[config.mk]
export PLATFORM = sky130hd
export DESIGN_NAME = predictive_roll_search_core
export DESIGN_NICKNAME = d
export VERILOG_FILES = /design/src/prs_pkg.sv /design/src/predictive_roll_search_core.sv /design/src/prs_cordic.sv /design/src/prs_div.sv
export SDC_FILE = /design/constraint.sdc
export NUM_CORES = 2
export LEC_CHECK = 0
export CAP_MARGIN = 25
export CORE_UTILIZATION = 60
export CTS_CLUSTER_DIAMETER = 80
export DETAILED_ROUTE_END_ITERATION = 6
export DONT_BUFFER_PORTS = 1
export PLACE_DENSITY = 0.76
export SLEW_MARGIN = 20
export SYNTH_ARGS = -nofsm -noshare
export SYNTH_HDL_FRONTEND = slang
export SYNTH_HIERARCHICAL = 1
export SYNTH_SLANG_ARGS = --single-unit
export TNS_END_PERCENT = 10
[constraint.sdc]
create_clock -name clk -period 14.15 [get_ports clk]
set_input_delay 0 -clock clk [delete_from_list [all_inputs] [get_ports clk]]
set_output_delay 0 -clock clk [all_outputs]
set_load 0.05 [all_outputs]
[src/prs_pkg.sv]
// ----------------------------------------------------------------------------
// prs_pkg
// Shared constants, types and the CORDIC arctangent table for the
// predictive roll search core.
// ----------------------------------------------------------------------------
`default_nettype none

package prs_pkg;

	localparam int ROLLOUT_STEPS = 15;
	localparam int SEARCH_ROUNDS = 9;
	localparam int STEP_W        = $clog2(ROLLOUT_STEPS + 1);
	localparam int ROUND_W       = $clog2(SEARCH_ROUNDS + 1);

	localparam int TWO_PI_Q12   = 25736;
	localparam int PI_Q12       = 12868;
	localparam int HALF_PI_Q12  = 6434;
	localparam int DT_Q16       = 6554;
	localparam int GDT_Q20      = 1028653;
	localparam int CORDIC_K_Q14 = 9949;
	localparam int CORDIC_ITERS = 16;

	// Angles in Q4.12 with headroom for one wrap, CORDIC outputs in Q2.14.
	typedef logic signed [17:0] ang_t;
	typedef logic signed [17:0] trig_t;
	typedef logic signed [39:0] pos_t;
	typedef logic [48:0]        cost_t;
	typedef logic [1:0]         reg_idx_t;

	localparam cost_t COST_MAX  = 49'h0_FFFF_FFFF_FFFF;
	localparam cost_t COST_INIT = 49'h1_0000_0000_0000;

	localparam reg_idx_t REG_MAX_ROLL_RATE     = 2'd0;
	localparam reg_idx_t REG_SEARCH_HALF_WIDTH = 2'd1;
	localparam reg_idx_t REG_STOP_WIDTH        = 2'd2;
	localparam reg_idx_t REG_MIN_SPEED         = 2'd3;

	// Arctangent of 2^-i in Q16 radians.
	function automatic logic signed [20:0] atan_q16(input logic [3:0] i);
		logic signed [20:0] r;
		unique case (i)
			4'd0:  r = 21'sd51472;
			4'd1:  r = 21'sd30386;
			4'd2:  r = 21'sd16055;
			4'd3:  r = 21'sd8150;
			4'd4:  r = 21'sd4091;
			4'd5:  r = 21'sd2047;
			4'd6:  r = 21'sd1024;
			4'd7:  r = 21'sd512;
			4'd8:  r = 21'sd256;
			4'd9:  r = 21'sd128;
			4'd10: r = 21'sd64;
			4'd11: r = 21'sd32;
			4'd12: r = 21'sd16;
			4'd13: r = 21'sd8;
			4'd14: r = 21'sd4;
			4'd15: r = 21'sd2;
		endcase
		return r;
	endfunction

endpackage

`default_nettype wire

[src/predictive_roll_search_core.sv]
// ----------------------------------------------------------------------------
// predictive_roll_search_core
// Bisection search over the roll command, each candidate costed by a
// fixed-step kinematic rollout on one shared multiplier, CORDIC and divider.
// ----------------------------------------------------------------------------
// Usage: an input item (vehicle state and target) is taken when in_valid is
// high and in_stall is low. in_stall stays high from acceptance until the
// result has been loaded into the output register, so one item is worked on
// at a time. The result item roll_command is held with out_valid until a
// cycle with out_stall low; the next input can be taken while it waits.
// Each rollout step makes two 16-iteration CORDIC runs, a divide for the
// turn rate (skipped when its denominator is zero) and nine passes through
// the shared multiplier. A rollout is at most ROLLOUT_STEPS steps and an
// item runs at most SEARCH_ROUNDS + 2 rollouts, fewer when a rollout or
// the bisection stops early.
// The configuration port is always ready; write it only while idle.
// Reset restores the register defaults and leaves the block idle with no
// result pending.
// ----------------------------------------------------------------------------
`default_nettype none

module predictive_roll_search_core (
	input  wire                clk,
	input  wire                arst_n,
	input  wire                in_valid,
	output logic               in_stall,
	input  wire signed [31:0]  pos_x,
	input  wire signed [31:0]  pos_y,
	input  wire        [15:0]  speed,
	input  wire signed [31:0]  target_x,
	input  wire signed [31:0]  target_y,
	input  wire signed [15:0]  roll_now,
	input  wire signed [15:0]  heading_now,
	output logic               out_valid,
	input  wire                out_stall,
	output logic signed [15:0] roll_command,
	input  wire                cfg_valid,
	output logic               cfg_ready,
	input  prs_pkg::reg_idx_t  cfg_index,
	input  wire        [15:0]  cfg_data
);
	import prs_pkg::*;

	localparam logic [4:0] S_IDLE  = 5'd0;
	localparam logic [4:0] S_SETUP = 5'd1;
	localparam logic [4:0] S_ROLL  = 5'd2;
	localparam logic [4:0] S_PHI   = 5'd3;
	localparam logic [4:0] S_CW1   = 5'd4;
	localparam logic [4:0] S_M1    = 5'd5;
	localparam logic [4:0] S_M2    = 5'd6;
	localparam logic [4:0] S_M3    = 5'd7;
	localparam logic [4:0] S_DW    = 5'd8;
	localparam logic [4:0] S_PSI   = 5'd9;
	localparam logic [4:0] S_CW2   = 5'd10;
	localparam logic [4:0] S_M4    = 5'd11;
	localparam logic [4:0] S_M5    = 5'd12;
	localparam logic [4:0] S_M6    = 5'd13;
	localparam logic [4:0] S_M7    = 5'd14;
	localparam logic [4:0] S_M8    = 5'd15;
	localparam logic [4:0] S_C1    = 5'd16;
	localparam logic [4:0] S_C2    = 5'd17;
	localparam logic [4:0] S_C3    = 5'd18;
	localparam logic [4:0] S_RDONE = 5'd19;
	localparam logic [4:0] S_ROUND = 5'd20;
	localparam logic [4:0] S_OUT   = 5'd21;

	localparam logic [1:0] PH_A   = 2'd0;
	localparam logic [1:0] PH_B   = 2'd1;
	localparam logic [1:0] PH_RND = 2'd2;

	logic [4:0]  state_q;
	logic [14:0] max_roll_rate_q, search_half_width_q, stop_width_q;
	logic [15:0] min_speed_q;

	logic signed [31:0] px0_q, py0_q, tx_q, ty_q;
	logic signed [15:0] phi0_q, psi0_q;
	logic [15:0]        v_q;

	logic signed [15:0] a_q, b_q, cmd_q, best_out_q, roll_q;
	cost_t              ca_q, cb_q, best_q, d2x_q;
	logic [1:0]         phase_q;
	logic               tgt_a_q;
	logic [ROUND_W-1:0] round_q;
	logic [STEP_W-1:0]  step_q;

	ang_t               phi_q, psi_q, dpsi_q;
	pos_t               px_q, py_q;
	logic signed [36:0] num_q;
	logic               nneg_q, satx_q, saty_q, out_valid_q;

	logic signed [33:0] mul_a;
	logic signed [24:0] mul_b;
	logic signed [58:0] prod_q;

	logic  cor_start, cor_done, div_start, div_done, div_sat;
	ang_t  cor_ang;
	trig_t cor_sin, cor_cos;
	logic [14:0] div_quo;

	logic signed [18:0] delta_raw, lim;
	logic signed [15:0] delta_c;
	ang_t               phi_new;
	logic signed [33:0] den_c;
	logic [32:0]        den_mag;
	logic signed [36:0] num_f, an;
	logic [36:0]        div_num;
	logic signed [18:0] psum;
	logic signed [40:0] dd;
	logic [40:0]        dmag;
	logic [32:0]        dm;
	cost_t              d2y, d2sum, d2;
	logic [14:0]        q_sat;
	logic [15:0]        v_floor;
	logic signed [16:0] sum_ab, w_raw;
	logic signed [15:0] mid, new_a, new_b;
	logic [16:0]        w_mag;
	logic               less, nstop;

	assign cfg_ready = 1'b1;
	assign in_stall  = (state_q != S_IDLE);
	assign out_valid = out_valid_q;
	assign roll_command = roll_q;

	always_ff @(posedge clk or negedge arst_n) begin
		if (!arst_n) begin
			max_roll_rate_q     <= 15'd3575;
			search_half_width_q <= 15'd3217;
			stop_width_q        <= 15'd410;
			min_speed_q         <= 16'd256;
		end else if (cfg_valid && cfg_ready) begin
			unique case (cfg_index)
				REG_MAX_ROLL_RATE:     max_roll_rate_q     <= cfg_data[14:0];
				REG_SEARCH_HALF_WIDTH: search_half_width_q <= cfg_data[14:0];
				REG_STOP_WIDTH:        stop_width_q        <= cfg_data[14:0];
				REG_MIN_SPEED:         min_speed_q         <= cfg_data;
			endcase
		end
	end

	always_comb begin
		v_floor = (speed < min_speed_q) ? min_speed_q : speed;
		if (v_floor == 16'd0) begin
			v_floor = 16'd1;
		end

		delta_raw = 19'(cmd_q) - 19'(phi_q);
		lim       = $signed({4'b0, max_roll_rate_q});
		if (delta_raw > lim) begin
			delta_c = 16'(lim);
		end else if (delta_raw < -lim) begin
			delta_c = 16'(-lim);
		end else begin
			delta_c = 16'(delta_raw);
		end
		phi_new = phi_q + 18'((prod_q + 59'sd32768) >>> 16);

		// Turn rate: make the denominator positive, round half away from zero.
		den_c   = 34'(prod_q);
		num_f   = (den_c < 0) ? -num_q : num_q;
		den_mag = (den_c < 0) ? 33'(-den_c) : 33'(den_c);
		an      = (num_f < 0) ? -num_f : num_f;
		div_num = 37'(an) + 37'(den_mag >> 1);
		if (div_sat || div_quo > 15'(TWO_PI_Q12)) begin
			q_sat = 15'(TWO_PI_Q12);
		end else begin
			q_sat = div_quo;
		end

		psum = 19'(psi_q) + 19'(dpsi_q);
		if (psum > 19'(TWO_PI_Q12)) begin
			psum = psum - 19'(TWO_PI_Q12);
		end else if (psum < -19'(TWO_PI_Q12)) begin
			psum = psum + 19'(TWO_PI_Q12);
		end

		if (state_q == S_C1) begin
			dd = 41'(tx_q) - 41'(px_q);
		end else begin
			dd = 41'(ty_q) - 41'(py_q);
		end
		dmag = (dd < 0) ? 41'(-dd) : 41'(dd);
		dm   = 33'(dmag >> 8);

		d2y   = saty_q ? COST_MAX : {1'b0, prod_q[47:0]};
		d2sum = d2x_q + d2y;
		d2    = (d2sum > COST_MAX) ? COST_MAX : d2sum;

		sum_ab = 17'(a_q) + 17'(b_q);
		mid    = 16'(sum_ab >>> 1);
		less   = (ca_q < cb_q);
		new_a  = less ? a_q : mid;
		new_b  = less ? mid : b_q;
		w_raw  = 17'(new_b) - 17'(new_a);
		w_mag  = (w_raw < 0) ? 17'(-w_raw) : 17'(w_raw);
		nstop  = (w_mag < {2'b0, stop_width_q});
	end

	// Operand select for the shared multiplier; the product is registered.
	always_comb begin
		mul_a = '0;
		mul_b = '0;
		unique case (state_q)
			S_ROLL: begin
				mul_a = 34'(delta_c);
				mul_b = 25'(DT_Q16);
			end
			S_M1, S_M6: begin
				mul_a = 34'(cor_sin);
				mul_b = (state_q == S_M1) ? 25'(GDT_Q20) : $signed({9'b0, v_q});
			end
			S_M2, S_M4: begin
				mul_a = 34'(cor_cos);
				mul_b = $signed({9'b0, v_q});
			end
			S_M5, S_M7: begin
				mul_a = prod_q[33:0];
				mul_b = 25'(DT_Q16);
			end
			S_C1, S_C2: begin
				mul_a = $signed({10'b0, dm[23:0]});
				mul_b = $signed({1'b0, dm[23:0]});
			end
			default: begin
				mul_a = '0;
				mul_b = '0;
			end
		endcase
	end

	always_ff @(posedge clk) begin
		prod_q <= mul_a * mul_b;
	end

	assign cor_start = (state_q == S_PHI) || (state_q == S_PSI);
	assign cor_ang   = (state_q == S_PHI) ? phi_new : psi_q;
	assign div_start = (state_q == S_M3) && (den_mag != 33'd0);

	prs_cordic u_cordic (
		.clk     (clk),
		.arst_n  (arst_n),
		.start   (cor_start),
		.ang     (cor_ang),
		.done    (cor_done),
		.sin_out (cor_sin),
		.cos_out (cor_cos)
	);

	prs_div u_div (
		.clk    (clk),
		.arst_n (arst_n),
		.start  (div_start),
		.num    (div_num),
		.den    (den_mag),
		.done   (div_done),
		.quo    (div_quo),
		.sat    (div_sat)
	);

	always_ff @(posedge clk or negedge arst_n) begin
		if (!arst_n) begin
			state_q     <= S_IDLE;
			out_valid_q <= 1'b0;
			phase_q     <= PH_A;
			round_q     <= '0;
			step_q      <= '0;
		end else begin
			// In S_OUT the load below decides the flag on its own.
			if (out_valid_q && !out_stall && state_q != S_OUT) begin
				out_valid_q <= 1'b0;
			end
			unique case (state_q)
				S_IDLE: begin
					if (in_valid) begin
						phase_q <= PH_A;
						round_q <= '0;
						state_q <= S_SETUP;
					end
				end
				S_SETUP: begin
					step_q  <= '0;
					state_q <= S_ROLL;
				end
				S_ROLL: state_q <= S_PHI;
				S_PHI:  state_q <= S_CW1;
				S_CW1:  if (cor_done) state_q <= S_M1;
				S_M1:   state_q <= S_M2;
				S_M2:   state_q <= S_M3;
				S_M3:   state_q <= (den_mag == 33'd0) ? S_PSI : S_DW;
				S_DW:   if (div_done) state_q <= S_PSI;
				S_PSI:  state_q <= S_CW2;
				S_CW2:  if (cor_done) state_q <= S_M4;
				S_M4:   state_q <= S_M5;
				S_M5:   state_q <= S_M6;
				S_M6:   state_q <= S_M7;
				S_M7:   state_q <= S_M8;
				S_M8:   state_q <= S_C1;
				S_C1:   state_q <= S_C2;
				S_C2:   state_q <= S_C3;
				S_C3: begin
					step_q <= step_q + 1'b1;
					if (d2 > best_q || step_q == STEP_W'(ROLLOUT_STEPS - 1)) begin
						state_q <= S_RDONE;
					end else begin
						state_q <= S_ROLL;
					end
				end
				S_RDONE: begin
					if (phase_q == PH_A) begin
						phase_q <= PH_B;
						state_q <= S_SETUP;
					end else begin
						phase_q <= PH_RND;
						state_q <= S_ROUND;
					end
				end
				S_ROUND: begin
					if (round_q == ROUND_W'(SEARCH_ROUNDS)) begin
						state_q <= S_OUT;
					end else begin
						round_q <= round_q + 1'b1;
						state_q <= nstop ? S_OUT : S_SETUP;
					end
				end
				S_OUT: begin
					if (!out_valid_q || !out_stall) begin
						out_valid_q <= 1'b1;
						state_q     <= S_IDLE;
					end
				end
				default: state_q <= S_IDLE;
			endcase
		end
	end

	always_ff @(posedge clk) begin
		unique case (state_q)
			S_IDLE: begin
				if (in_valid) begin
					px0_q      <= pos_x;
					py0_q      <= pos_y;
					tx_q       <= target_x;
					ty_q       <= target_y;
					phi0_q     <= roll_now;
					psi0_q     <= heading_now;
					v_q        <= v_floor;
					a_q        <= -$signed({1'b0, search_half_width_q});
					b_q        <= $signed({1'b0, search_half_width_q});
					cmd_q      <= -$signed({1'b0, search_half_width_q});
					best_out_q <= '0;
				end
			end
			S_SETUP: begin
				phi_q  <= 18'(phi0_q);
				psi_q  <= 18'(psi0_q);
				px_q   <= 40'(px0_q);
				py_q   <= 40'(py0_q);
				best_q <= COST_INIT;
			end
			S_PHI: phi_q <= phi_new;
			S_M2:  num_q <= 37'(prod_q);
			S_M3: begin
				nneg_q <= (num_f < 0);
				if (num_f > 0) begin
					dpsi_q <= 18'(TWO_PI_Q12);
				end else if (num_f < 0) begin
					dpsi_q <= -18'(TWO_PI_Q12);
				end else begin
					dpsi_q <= '0;
				end
			end
			S_DW: begin
				if (div_done) begin
					dpsi_q <= nneg_q ? -$signed({3'b0, q_sat}) : $signed({3'b0, q_sat});
				end
			end
			S_PSI: psi_q <= 18'(psum);
			S_M6:  px_q <= px_q + 40'((prod_q + 59'sd2097152) >>> 22);
			S_M8:  py_q <= py_q + 40'((prod_q + 59'sd2097152) >>> 22);
			S_C1:  satx_q <= |dm[32:24];
			S_C2: begin
				d2x_q  <= satx_q ? COST_MAX : {1'b0, prod_q[47:0]};
				saty_q <= |dm[32:24];
			end
			S_C3: begin
				if (d2 < best_q) begin
					best_q <= d2;
				end
			end
			S_RDONE: begin
				unique case (phase_q)
					PH_A: begin
						ca_q  <= best_q;
						cmd_q <= b_q;
					end
					PH_B: cb_q <= best_q;
					default: begin
						if (tgt_a_q) begin
							ca_q <= best_q;
						end else begin
							cb_q <= best_q;
						end
					end
				endcase
			end
			S_ROUND: begin
				if (round_q != ROUND_W'(SEARCH_ROUNDS)) begin
					a_q        <= new_a;
					b_q        <= new_b;
					best_out_q <= less ? a_q : b_q;
					tgt_a_q    <= !less;
					cmd_q      <= mid;
				end
			end
			S_OUT: begin
				if (!out_valid_q || !out_stall) begin
					roll_q <= best_out_q;
				end
			end
			default: begin
			end
		endcase
	end

`ifndef ASSERT_OFF
	a_accept_starts: assert property (@(posedge clk) disable iff (!arst_n)
		(in_valid && !in_stall) |=> (state_q == S_SETUP))
		else $error("accepted item did not start a rollout");
	a_div_nonzero: assert property (@(posedge clk) disable iff (!arst_n)
		div_start |-> (den_mag != 33'd0))
		else $error("divider started with zero denominator");
	a_round_bound: assert property (@(posedge clk) disable iff (!arst_n)
		(round_q <= ROUND_W'(SEARCH_ROUNDS)))
		else $error("bisection round count out of range");
	a_load_free: assert property (@(posedge clk) disable iff (!arst_n)
		(state_q == S_OUT && out_valid_q && out_stall) |=> (state_q == S_OUT))
		else $error("result dropped while output stalled");
`endif

endmodule

`default_nettype wire

[src/prs_cordic.sv]
// ----------------------------------------------------------------------------
// prs_cordic
// Iterative rotation CORDIC: sine and cosine of a Q4.12 angle, one
// micro-rotation per cycle after range reduction and folding.
// ----------------------------------------------------------------------------
`default_nettype none

module prs_cordic (
	input  wire            clk,
	input  wire            arst_n,
	input  wire            start,
	input  prs_pkg::ang_t  ang,
	output logic           done,
	output prs_pkg::trig_t sin_out,
	output prs_pkg::trig_t cos_out
);
	import prs_pkg::*;

	logic signed [18:0] r0, r1, r2;
	logic               neg_c;
	trig_t              x_q, y_q, xs, ys;
	logic signed [20:0] z_q;
	logic [3:0]         i_q;
	logic               busy_q, done_q, neg_q;

	// The input never exceeds two turns, so one subtraction gives the
	// truncating remainder.
	always_comb begin
		r0 = 19'(ang);
		if (r0 >= 19'(TWO_PI_Q12)) begin
			r0 = r0 - 19'(TWO_PI_Q12);
		end else if (r0 <= -19'(TWO_PI_Q12)) begin
			r0 = r0 + 19'(TWO_PI_Q12);
		end
		r1 = r0;
		if (r1 > 19'(PI_Q12)) begin
			r1 = r1 - 19'(TWO_PI_Q12);
		end
		if (r1 < -19'(PI_Q12)) begin
			r1 = r1 + 19'(TWO_PI_Q12);
		end
		r2    = r1;
		neg_c = 1'b0;
		if (r2 > 19'(HALF_PI_Q12)) begin
			r2    = r2 - 19'(PI_Q12);
			neg_c = 1'b1;
		end else if (r2 < -19'(HALF_PI_Q12)) begin
			r2    = r2 + 19'(PI_Q12);
			neg_c = 1'b1;
		end
	end

	assign xs = x_q >>> i_q;
	assign ys = y_q >>> i_q;

	always_ff @(posedge clk or negedge arst_n) begin
		if (!arst_n) begin
			busy_q <= 1'b0;
			done_q <= 1'b0;
			i_q    <= '0;
		end else if (start) begin
			busy_q <= 1'b1;
			done_q <= 1'b0;
			i_q    <= '0;
		end else if (busy_q) begin
			i_q <= i_q + 4'd1;
			if (i_q == 4'(CORDIC_ITERS - 1)) begin
				busy_q <= 1'b0;
				done_q <= 1'b1;
			end
		end else begin
			done_q <= 1'b0;
		end
	end

	always_ff @(posedge clk) begin
		if (start) begin
			x_q   <= 18'(CORDIC_K_Q14);
			y_q   <= '0;
			z_q   <= 21'(r2) <<< 4;
			neg_q <= neg_c;
		end else if (busy_q) begin
			if (z_q >= 0) begin
				x_q <= x_q - ys;
				y_q <= y_q + xs;
				z_q <= z_q - atan_q16(i_q);
			end else begin
				x_q <= x_q + ys;
				y_q <= y_q - xs;
				z_q <= z_q + atan_q16(i_q);
			end
		end
	end

	assign done    = done_q;
	assign sin_out = neg_q ? -y_q : y_q;
	assign cos_out = neg_q ? -x_q : x_q;

endmodule

`default_nettype wire

[src/prs_div.sv]
// ----------------------------------------------------------------------------
// prs_div
// Restoring divider for the turn rate: fifteen quotient bits, one per
// cycle, with a flag for quotients that do not fit.
// ----------------------------------------------------------------------------
`default_nettype none

module prs_div (
	input  wire         clk,
	input  wire         arst_n,
	input  wire         start,
	input  wire  [36:0] num,
	input  wire  [32:0] den,
	output logic        done,
	output logic [14:0] quo,
	output logic        sat
);
	import prs_pkg::*;

	logic [36:0] rem_q;
	logic [47:0] dsh_q;
	logic [14:0] quo_q;
	logic [3:0]  cnt_q;
	logic        busy_q, done_q, sat_q;

	always_ff @(posedge clk or negedge arst_n) begin
		if (!arst_n) begin
			busy_q <= 1'b0;
			done_q <= 1'b0;
			cnt_q  <= '0;
		end else if (start) begin
			busy_q <= 1'b1;
			done_q <= 1'b0;
			cnt_q  <= '0;
		end else if (busy_q) begin
			cnt_q <= cnt_q + 4'd1;
			if (cnt_q == 4'd14) begin
				busy_q <= 1'b0;
				done_q <= 1'b1;
			end
		end else begin
			done_q <= 1'b0;
		end
	end

	always_ff @(posedge clk) begin
		if (start) begin
			sat_q <= {11'b0, num} >= {den, 15'b0};
			rem_q <= num;
			dsh_q <= {1'b0, den, 14'b0};
			quo_q <= '0;
		end else if (busy_q) begin
			if ({11'b0, rem_q} >= dsh_q) begin
				rem_q <= rem_q - dsh_q[36:0];
				quo_q <= {quo_q[13:0], 1'b1};
			end else begin
				quo_q <= {quo_q[13:0], 1'b0};
			end
			dsh_q <= dsh_q >> 1;
		end
	end

	assign done = done_q;
	assign quo  = quo_q;
	assign sat  = sat_q;

endmodule

`default_nettype wire
==> metrics.txt <==
run status complete, but fails checks; violated checks design-rule violations; count of TritonRoute iterations in the first routing pass 7; routability cong. 1.03; fin. max-slew vios 0; area grow syn2layout 10.2%; Crit path max-delay family compound AO/OA/AOI/OAI gates; TritonCTS clock tree done; Hold Path Sink v_q[0]$_SDFFCE_PN1P_; Worst Setup Start Kind register; Die Wd approximately 420 um; met2 WL between 100 and 150 mm; Num CTS Buffers ~110; main combinational cell family by area after synthesis adder cells; WL met1 between 100 and 150 mm; DR iter-0 viols 9380; slew margin rel. 29.3%; Post-synth EDFFs 715; Simple-Gate Fraction of Synth Area 15.9%; Synth top area share between 20% and 30%; Final Hold Vio Count 0; leading area contributor after synthesis edfxtp_1; register area share after synthesis 25.6%; All-Layer GR Usage a little under two fifths; hold path depth 5; XOR/XNOR Fraction of Synth Area 6.39%; # rows 151; Vias/cell 6.23; Post-Syn Instances ~11000; Tcrit/Tclk final 96.2%; Reg area 26300 um2; Worst Path Arrival between 10 and 15 ns; Synth Area in Compound Gates 15.1%; critical path's slowest cell xnor2_1; fin crit period 13.62 ns; via count 87200; hold path start speed[13]; CP Data Required Time 14.78 ns; DP Wirelength 251 mm; first-pass GRT wire length 501 mm; IO Count 218; clk slew on worst S/H paths 0.07 ns; reg2reg end prod_q[55]$_DFF_P_; Synth Flop Type edfxtp_1; Post-Synth Adder-Cell Area 26.2%; yosys warns 6; r2r setup slk 0.53 ns; reg2reg start ty_q[0]$_DFFE_PP_; most frequent cell after synthesis inv_1; Final ANT Viol Nets 0; Synth top cells by count inv_1, nand2_1, fa_1, nor2_1, ha_1; Fillers approximately 13000; Skew-Pair Late Insertion Delay 0.79 ns; Avg Cell Area, Syn 9.02 um2; CP Class register to register; CP max FO 11; highest metal used met5; Worst-Margin Slew 1.05 ns; multi-input logic area 68900 um2; largest net degree at the start of global routing 116; DRC Markers 2; number of H-tree levels 3; RSZ-0062 raised after global routing false; wire per inst 23.4 um; slowest stage delay, CP between 0.7 and 0.8 ns; layout cells sized above 1 7.46%; vias in the first global route roughly 86000; Core ar. 169000 um2; deepest clock path buffer count 3; mux cell area share after synthesis 3.25%; clk root buf clkbuf_16; total grt overflow 0; Layout Nets 13500; Async SR Flop Fraction 9.55%; worst path bufs/invs 9; initial cell density of the core 60.5%; FMAX 73.4 MHz; endpoints failing setup 0; Routed WL between 300 and 400 mm; wire length on met3 29.5 mm; Netlist cell types 145; Worst Hold Class input pin to register; Yosys reg bits 932; antenna violations before repair 30; Die Height between 400 and 500 um; most frequent CP cell inv_1; synth top area cells edfxtp_1, fa_1, ha_1, inv_1, nand2_1; critical path capture point type register; clk_skew 0.0858 ns; die area 173000 um2; Max-cap violations 0; worst reg-to-reg path cell count 45; Setup TNS 0 ns; Num Clock Sinks roughly 930; PortBufs 0; Synth Cell Area 103000 um2
-- per-stage QoR --
step	setup slack, ns	std cells	util (%)	hold WS (ns)	area, um2
after floorplan	2.40	11400	-	-0.296	103000
after global placement	0.601	13400	62.1	-0.286	105000
after detailed placement	0.248	13400	62.1	-0.287	105000
after CTS	0.203	14000	66.6	0.00543	113000
after global routing	0.117	14000	66.7	0.0804	113000
final	0.534	14000	66.7	0.0749	113000
-- state kept, by name, indices dropped and copies added, names as in the netlist, 21 cells and up --
signal,cells
prod_q,59
best_q,49
ca_q,49
cb_q,49
d2x_q,48
u_div/dsh_q,47
px_q,40
py_q,40
num_q,37
u_div/rem_q,37
px0_q,32
py0_q,32
tx_q,32
ty_q,32
u_cordic/z_q,21
-- layout make-up --
| class | instances | share of cell area, % |
|---|---|---|
| Antenna cell | 24 | 0.0531 |
| Clock buffer | 129 | 2.52 |
| Clock inverter | 72 | 0.764 |
| Inverter | 1559 | 5.18 |
| Multi-Input combinational cell | 8484 | 61.0 |
| Sequential cell | 932 | 23.3 |
| Tap cell | 2218 | 2.46 |
| Timing Repair Buffer | 579 | 4.77 |
-- metal layers --
| layer | up-vias | GRT usage (%) |
|---|---|---|
| li1 | 39300 | - |
| met1 | 42200 | 46.9 |
| met2 | 4548 | 59.8 |
| met3 | 1208 | 6.29 |
| met4 | 2 | 25.6 |
| met5 | - | 0 |
-- worst max-delay path by stage --
stage / to / slack (ns) / from / depth (start not counted)
2_1_floorplan: prod_q[58]$_DFF_P_ / 2.40 / phi_q[1]$_DFFE_PP_ / 49
3_3_place_gp: prod_q[58]$_DFF_P_ / 0.60 / phi_q[1]$_DFFE_PP_ / 50
3_5_place_dp: prod_q[58]$_DFF_P_ / 0.25 / phi_q[1]$_DFFE_PP_ / 50
4_1_cts: prod_q[58]$_DFF_P_ / 0.20 / phi_q[1]$_DFFE_PP_ / 50
5_1_grt: prod_q[58]$_DFF_P_ / 0.12 / phi_q[1]$_DFFE_PP_ / 54
6_report: prod_q[55]$_DFF_P_ / 0.53 / ty_q[0]$_DFFE_PP_ / 45
-- cells in the final DEF (no fill, tap or decap), types with 64 or more instances in the layout --
cell type	netlist	layout
or3_1	93	91
o31ai_1	65	64
o21bai_1	68	68
o21ai_0	523	520
nand3_1	187	187
dfxtp_1	128	127
and2_1	107	106
a21o_1	271	271
dfrtp_1	68	66
nor2b_1	96	96
nand4_1	97	97
mux2_2	121	121
a211oi_1	68	66
nor3_1	180	172
xnor2_1	516	515
a21oi_1	568	564
and3_1	79	78
xor2_1	225	225
inv_1	1554	1553
nand2_1	1280	1273
dlygate4sd3_1	0	376
fa_1	846	846
edfxtp_1	715	715
ha_1	792	792
nor2_1	846	839
a31oi_1	70	69
mux2i_1	159	159
clkbuf_16	0	110
or2_2	141	140
nand2b_1	122	121
buf_4	13	190
o21a_1	95	95
-- worst reg2reg max path: cells and delay by family, from the launching register on --
| family | cells | cell delay, ns |
|---|---|---|
| AO/OA/AOI/OAI | 17 | 5.48 |
| flip-flops | 1 | 0.37 |
| adder cells (fa/ha/maj) | 10 | 3.80 |
| buffers and inverters | 9 | 0.89 |
| XOR/XNOR | 2 | 0.91 |
| AND/OR/NAND/NOR | 7 | 2.05 |
-- timing repair --
action,in CTS,in global routing
hold endpoints to repair,382,15
gates resized for setup,0,15
buffers inserted,0,1
hold buffers,376,2
setup endpoints to repair,0,9
-- cell families (layout without fill, tap and decap cells) --
| kind of cell | after synthesis | in the layout |
|---|---|---|
| flops | 932 | 932 |
| mux | 297 | 297 |
| buf+inv | 1994 | 2339 |
| simple gates | 3447 | 3447 |
| fa+ha+maj | 1639 | 1639 |
| xor+xnor | 744 | 744 |
| compound gates | 2311 | 2311 |
| other cells | 2 | 70 |
Power is not shown: default switching activity piles up to over one toggle a cycle in this logic, so the estimate is an artifact.
